**src/hdl/uits_pkg.sv**
```systemverilog
// Package for the unwind index table search block.
// Holds the beat structs, the operation and register codes and the control structs.
// No dependencies.
package uits_pkg;

    // Operation codes of an input beat
    localparam logic OP_LOAD   = 1'b0;
    localparam logic OP_LOOKUP = 1'b1;

    // Configuration register indexes
    localparam logic CFG_TABLE_BASE  = 1'b0;
    localparam logic CFG_ENTRY_COUNT = 1'b1;

    localparam int CFG_DATA_W  = 32;
    localparam int ENTRY_CNT_W = 11;
    localparam int LOAD_IDX_W  = 10;
    localparam int OFFSET_W    = 31;

    typedef struct packed {
        logic        operation;
        logic [9:0]  load_index;
        logic [30:0] offset_word;
        logic [31:0] query_address;
    } t_in_beat;

    typedef struct packed {
        logic        found;
        logic [9:0]  match_index;
        logic [31:0] match_address;
        logic [31:0] function_base;
    } t_out_beat;

    // Entry load request toward the base store
    typedef struct packed {
        logic        en;
        logic [9:0]  index;
        logic [30:0] offset;
    } t_load_req;

    // Lookup start toward the search sequencer
    typedef struct packed {
        logic        start;
        logic [31:0] query;
    } t_search_req;

    // Search result back to the top level
    typedef struct packed {
        logic      done;
        t_out_beat beat;
    } t_search_rsp;

endpackage

```
**src/hdl/uits_search_ctrl.sv**
```systemverilog
// Binary search sequencer: one compare per cycle against the store's read data.
// Drives the store's read port and builds the result beat. Depends on uits_pkg.
module uits_search_ctrl #(
    parameter int TABLE_DEPTH = 1024,
    parameter int IW          = 10,
    parameter int CW          = 11
) (
    input  logic                  i_clk,
    input  logic                  i_rst_n,
    input  uits_pkg::t_search_req i_req,
    input  logic [CW-1:0]         i_count,
    input  logic [31:0]           i_table_base,
    input  logic [31:0]           i_rd_data,
    input  logic                  i_res_ready,
    output logic                  o_rd_en,
    output logic [IW-1:0]         o_rd_addr,
    output uits_pkg::t_search_rsp o_rsp,
    output logic                  o_busy
);
    import uits_pkg::*;

    typedef enum logic [1:0] {
        S_IDLE,
        S_START,
        S_PROBE,
        S_RESULT
    } t_state;

    t_state        r_state, n_state;
    logic [CW-1:0] r_lo, n_lo;
    logic [CW-1:0] r_hi, n_hi;
    logic [CW-1:0] r_mid, n_mid;
    logic [31:0]   r_q, n_q;
    logic [31:0]   r_best, n_best;

    logic          probe_lt;
    logic [CW-1:0] c_lo, c_hi, c_mid;
    logic          c_more;
    logic [31:0]   idx_ext;
    logic          found;

    // narrow the window with the compare result, then pick the next probe
    always_comb begin
        probe_lt = r_q < i_rd_data;
        c_lo     = r_lo;
        c_hi     = r_hi;
        if (r_state == S_PROBE) begin
            if (probe_lt) begin
                c_hi = r_mid;
            end else begin
                c_lo = r_mid + CW'(1);
            end
        end
        c_mid     = c_lo + ((c_hi - c_lo) >> 1);
        c_more    = c_lo < c_hi;
        o_rd_en   = ((r_state == S_START) || (r_state == S_PROBE)) && c_more;
        o_rd_addr = c_mid[IW-1:0];
    end

    // sequencer next state
    always_comb begin
        n_state = r_state;
        n_lo    = r_lo;
        n_hi    = r_hi;
        n_mid   = r_mid;
        n_q     = r_q;
        n_best  = r_best;
        unique case (r_state)
            S_IDLE: begin
                if (i_req.start) begin
                    n_lo    = '0;
                    n_hi    = i_count;
                    n_q     = i_req.query;
                    n_state = S_START;
                end
            end
            S_START, S_PROBE: begin
                n_lo  = c_lo;
                n_hi  = c_hi;
                n_mid = c_mid;
                // lo moved past the probe: that entry is the best so far
                if ((r_state == S_PROBE) && !probe_lt) begin
                    n_best = i_rd_data;
                end
                n_state = c_more ? S_PROBE : S_RESULT;
            end
            S_RESULT: begin
                if (i_res_ready) begin
                    n_state = S_IDLE;
                end
            end
            default: n_state = S_IDLE;
        endcase
    end

    always_ff @(posedge i_clk) begin
        if (!i_rst_n) begin
            r_state <= S_IDLE;
        end else begin
            r_state <= n_state;
        end
        r_lo   <= n_lo;
        r_hi   <= n_hi;
        r_mid  <= n_mid;
        r_q    <= n_q;
        r_best <= n_best;
    end

    // result beat: entry lo-1, or all zero when lo never moved
    always_comb begin
        found   = r_lo != '0;
        idx_ext = 32'(r_lo) - 32'd1;
        o_rsp.done = r_state == S_RESULT;
        if (found) begin
            o_rsp.beat.found         = 1'b1;
            o_rsp.beat.match_index   = idx_ext[LOAD_IDX_W-1:0];
            o_rsp.beat.match_address = i_table_base + (idx_ext << 3);
            o_rsp.beat.function_base = r_best;
        end else begin
            o_rsp.beat = '0;
        end
        o_busy = r_state != S_IDLE;
    end

    // window never inverts while probing
    a_window_order: assert property (@(posedge i_clk) disable iff (!i_rst_n)
        (r_state == S_PROBE) |-> (r_lo < r_hi))
        else $error("search window inverted");

    // window only shrinks from probe to probe
    a_window_shrinks: assert property (@(posedge i_clk) disable iff (!i_rst_n)
        (r_state == S_PROBE && n_state == S_PROBE) |=>
        (r_lo >= $past(r_lo) && r_hi <= $past(r_hi) && r_hi - r_lo < $past(r_hi - r_lo)))
        else $error("search window did not shrink");

    // window stays inside the table
    a_window_bound: assert property (@(posedge i_clk) disable iff (!i_rst_n)
        (r_state == S_PROBE || r_state == S_RESULT) |-> (32'(r_hi) <= 32'(TABLE_DEPTH)))
        else $error("search window beyond table depth");

    // a not-found result carries zero fields
    a_miss_zero: assert property (@(posedge i_clk) disable iff (!i_rst_n)
        (o_rsp.done && !o_rsp.beat.found) |->
        (o_rsp.beat.match_address == 32'd0 && o_rsp.beat.function_base == 32'd0))
        else $error("not-found result with nonzero fields");

endmodule
```
**config.mk**
```make
export PLATFORM = sky130hd
export DESIGN_NAME = uits_search_ctrl
export DESIGN_NICKNAME = d
export VERILOG_FILES = /design/src/hdl/uits_pkg.sv /design/src/hdl/uits_search_ctrl.sv
export SDC_FILE = /design/constraint.sdc
export NUM_CORES = 1
export LEC_CHECK = 0
export BUFFER_PORTS_ARGS = -buffer_cell sky130_fd_sc_hd__buf_2
export CELL_PAD_IN_SITES_DETAIL_PLACEMENT = 1
export CELL_PAD_IN_SITES_GLOBAL_PLACEMENT = 1
export CORE_MARGIN = 4
export CORE_UTILIZATION = 44
export DETAILED_ROUTE_END_ITERATION = 10
export PLACE_DENSITY_LB_ADDON = 0.2
export SLEW_MARGIN = 0
export SYNTH_ARGS = -nofsm -noshare
export SYNTH_HDL_FRONTEND = slang
export SYNTH_SLANG_ARGS = --single-unit
```
**constraint.sdc**
```tcl
create_clock -name i_clk -period 29.5 [get_ports i_clk]
set_clock_uncertainty 0.05 [all_clocks]
set_input_delay 7.375 -clock i_clk [delete_from_list [all_inputs] [get_ports i_clk]]
set_output_delay 7.375 -clock i_clk [all_outputs]
set_load 0.05 [all_outputs]
```
==> impl_metrics.csv <==
group,metric,value,unit
placed_design,port_buffers,198,
timing,grt_setup_unrepaired,"false",
worst_setup_path,crit_path_capture_type,"output pin",
floorplan,io_pins,199,
synthesis,yosysTopAreaCell,"sky130_fd_sc_hd__edfxtp_1",
status,run_status,"complete, no violations",
finish,area_delta_synth_final,20.32,%
route,drt_pre_antenna_iters,4,
finish,fin_nets,1132,
synthesis,synth_area_per_cell,9.919,um^2
synthesis,ys_async_sr_fraction,0,
synthesis,edff_count_synth,97,
floorplan,floorplan.die.height,137.6,um
worst_setup_path,critical_path_required,22.08,ns
clock_tree,cts.hold.buffers_added,0,
timing,hold_viol_final,0,
flow_run,timing.max_cap.violations,0,
synthesis,ys_dominant_reg_cell,"sky130_fd_sc_hd__edfxtp_1",
synthesis,synth.lib_cells_used.distinct,59,
worst_setup_path,worstSetupStartpointType,"input port",
route,wl_per_cell,17.30,um
floorplan,placement_rows,47,
clock_tree,cts.sinks,99,
clock_tree,numCtsBuffers,9,
worst_setup_path,critical_path_cell_by_cell,"buf_2 > inv_1 > ha_1 > a21oi_1 > nand2_1 > a221oi_1 > o22a_1 > and2_1 > mux2i_1 > ha_1 > fa_1 > maj3_1 > o21ba_2 > xnor2_1 > ha_1 > and2_1 > a311o_1 > or4_4 > o31a_1 > a41o_1 > nor2_1 > buf_2",
clock_tree,cts_tree,"done",
floorplan,area_of_the_die,18930,um^2
synthesis,seq_area_frac_synth,0.3996,
timing,setup_violations,0,
synthesis,post_synth_most_frequent_cells,"sky130_fd_sc_hd__edfxtp_1, sky130_fd_sc_hd__ha_1, sky130_fd_sc_hd__inv_1",
synthesis,synthesis.instances,745,
synthesis,top_count_cell_post_synth,"sky130_fd_sc_hd__edfxtp_1",
timing,maximum_clock_frequency,0.04783,GHz
floorplan,core-area,16520,um^2
worst_setup_path,cp_slowest_stage_delay,0.53,ns
route,first_iter_violations,290,
clock_tree,post_cts_buffers,0,
clock_tree,clk_path_buf_depth,2,
route,ant_nets,0,
placed_design,routabilityCongestion,0.8267,
clock_tree,worst_setup_hold_path_clk_slew,0.07,ns
route,route.detailed.drc,0,
timing,final_max_slew_viol_count,0,
global_route,grt_util_all_layers,0.2139,
synthesis,yosysWarningCount,0,
timing,max-slew-margin-rel,0.2472,
placed_design,dp.final_hpwl,16090,um
floorplan,die-width,137.6,um
global_route,initial_antenna_violation_count,1,
timing,worst_max_slew_pin_slew,1.128,ns
floorplan,floorplan.initialDensity,0.4472,
global_route,globalRoute.totalOverflow,0,
timing,finalCriticalPeriod,20.91,ns
worst_setup_path,critPathArrivalTime,13.48,ns
min_path,worstHoldPathType,"register to register",
synthesis,netlist.area_leader.share,0.3942,
synthesis,ys_top_cells_by_area,"sky130_fd_sc_hd__edfxtp_1, sky130_fd_sc_hd__ha_1, sky130_fd_sc_hd__and2_1",
synthesis,synth_fp_nets,943,
clock_tree,clock_latency,0.35,ns
timing,timing.setup.tns,0,ns
clock_tree,clockRootBuffer,"sky130_fd_sc_hd__clkbuf_16",
route,drt_wl_total,20070,um
timing,final.period_utilization,0.7088,
route,vias_per_cell,5.226,
global_route,grt_start_max_net_pins,47,
finish,drive_gt1_frac,0.2609,
global_route,number_of_global_route_vias_before_repair,6306,
global_route,grt_pass1_wl,31600,um
synthesis,ys_seq_elements,99,
clock_tree,level_count_of_the_clock_h_tree,3,
synthesis,total_standard_cell_area_after_synthesis,7390,um^2
worst_setup_path,critical_path_class,"input port to output pin",
worst_setup_path,critPathSlowestCell,"sky130_fd_sc_hd__and2_1",
route,vias,6062,
worst_setup_path,worst-path-max-fanout,10,
clock_tree,ctsResizeCount,0,
worst_setup_path,timing.critical_path.mode_cell,"sky130_fd_sc_hd__ha_1",
==> cell usage in the layout, fill, tap and decap left out, types with 3 or more instances in the layout <==
cell type / count
sky130_fd_sc_hd__a221oi_1: 4
sky130_fd_sc_hd__nand2b_1: 10
sky130_fd_sc_hd__ha_1: 84
sky130_fd_sc_hd__nor2b_1: 18
sky130_fd_sc_hd__edfxtp_1: 97
sky130_fd_sc_hd__buf_2: 198
sky130_fd_sc_hd__o21ai_0: 27
sky130_fd_sc_hd__and2_1: 51
sky130_fd_sc_hd__nand2_1: 36
sky130_fd_sc_hd__xnor2_1: 31
sky130_fd_sc_hd__a21oi_1: 62
sky130_fd_sc_hd__or4_1: 3
sky130_fd_sc_hd__o22ai_1: 3
sky130_fd_sc_hd__o211ai_1: 3
sky130_fd_sc_hd__mux2_2: 17
sky130_fd_sc_hd__o21a_1: 3
sky130_fd_sc_hd__nor4_1: 4
sky130_fd_sc_hd__nand3_1: 13
sky130_fd_sc_hd__fa_1: 3
sky130_fd_sc_hd__mux2i_1: 5
sky130_fd_sc_hd__inv_1: 63
sky130_fd_sc_hd__xor2_1: 26
sky130_fd_sc_hd__o31ai_1: 3
sky130_fd_sc_hd__nor3_1: 11
sky130_fd_sc_hd__nor2_1: 61
sky130_fd_sc_hd__o21bai_1: 7
sky130_fd_sc_hd__a31oi_1: 4
sky130_fd_sc_hd__and3_1: 7
sky130_fd_sc_hd__buf_4: 6
sky130_fd_sc_hd__clkbuf_16: 9
sky130_fd_sc_hd__a21o_1: 18
sky130_fd_sc_hd__nand4_1: 8
==> flip-flops by register name (all words and copies together) (netlist names) <==
name / count
r_lo: 11
r_hi: 11
r_q: 32
r_best: 32
r_mid: 11
r_state: 2
==> routing by layer <==
metal	up-vias	track usage	part of all wire
met5	-	0	0
met4	0	0.05987	0.014
met3	17	0.03068	0.054
met2	147	0.3848	0.50
met1	2863	0.2669	0.43
li1	3035	-	-
==> critical path, delay by kind of cell <==
kind / cells / cell delay [ns]
AO/OA/AOI/OAI: 7 / 2.14
adder cells (fa/ha/maj): 5 / 1.73
AND/OR/NAND/NOR: 5 / 1.48
buffers and inverters: 3 / 0.42
multiplexers: 1 / 0.21
XOR/XNOR: 1 / 0.13
==> area by class of cell <==
class | count | area [um^2]
fill | 1960 | 7634
multi-input combinational | 557 | 4064
sequential | 99 | 2953
timing repair buffer | 204 | 1036
tap | 220 | 275.3
inverter | 63 | 236.5
clock buffer | 9 | 225.2
clock inverter | 7 | 98.84
antenna | 1 | 2.502
==> final timing paths <==
path | cells past startpoint | startpoint | endpoint | slack [ns]
max | 22 | i_rd_data[14] | o_rd_addr[8] | 8.59
min | 2 | r_state[0] | r_state[0] | 0.46
max reg2reg | 19 | r_q[14] | r_mid[10] | 22.96
min reg2reg | 2 | r_state[0] | r_state[0] | 0.46
==> metrics by stage <==
| step | util | cells | hold slack [ns] | worst slack [ns] | area [um^2] |
|---|---|---|---|---|---|
| floorplan | - | 745 | 0.4134 | 8.680 | 7390 |
| global placement | 0.5183 | 1143 | 0.4312 | 8.720 | 8564 |
| detailed placement | 0.5183 | 1143 | 0.4453 | 8.550 | 8564 |
| CTS | 0.5379 | 1159 | 0.4571 | 8.532 | 8889 |
| global route | 0.5380 | 1160 | 0.4671 | 8.237 | 8891 |
| finish | 0.5380 | 1160 | 0.4561 | 8.592 | 8891 |
==> cell families (layout without fill, tap and decap cells) <==
group                      Yosys count  in the layout  synth area share
and+or+nand+nor                    234            234            0.1653
AOI/OAI and AO/OA                  156            156            0.1324
DFF                                 99             99            0.3996
buffers and inverters               89            283           0.05080
adders and majority gates           88             88            0.1517
xor gates and xnor gates            57             57           0.06756
muxes                               22             22           0.03268
other                                0              1                 0
Power is not shown: default switching activity piles up to over one toggle a cycle in this logic, so the estimate is an artifact.
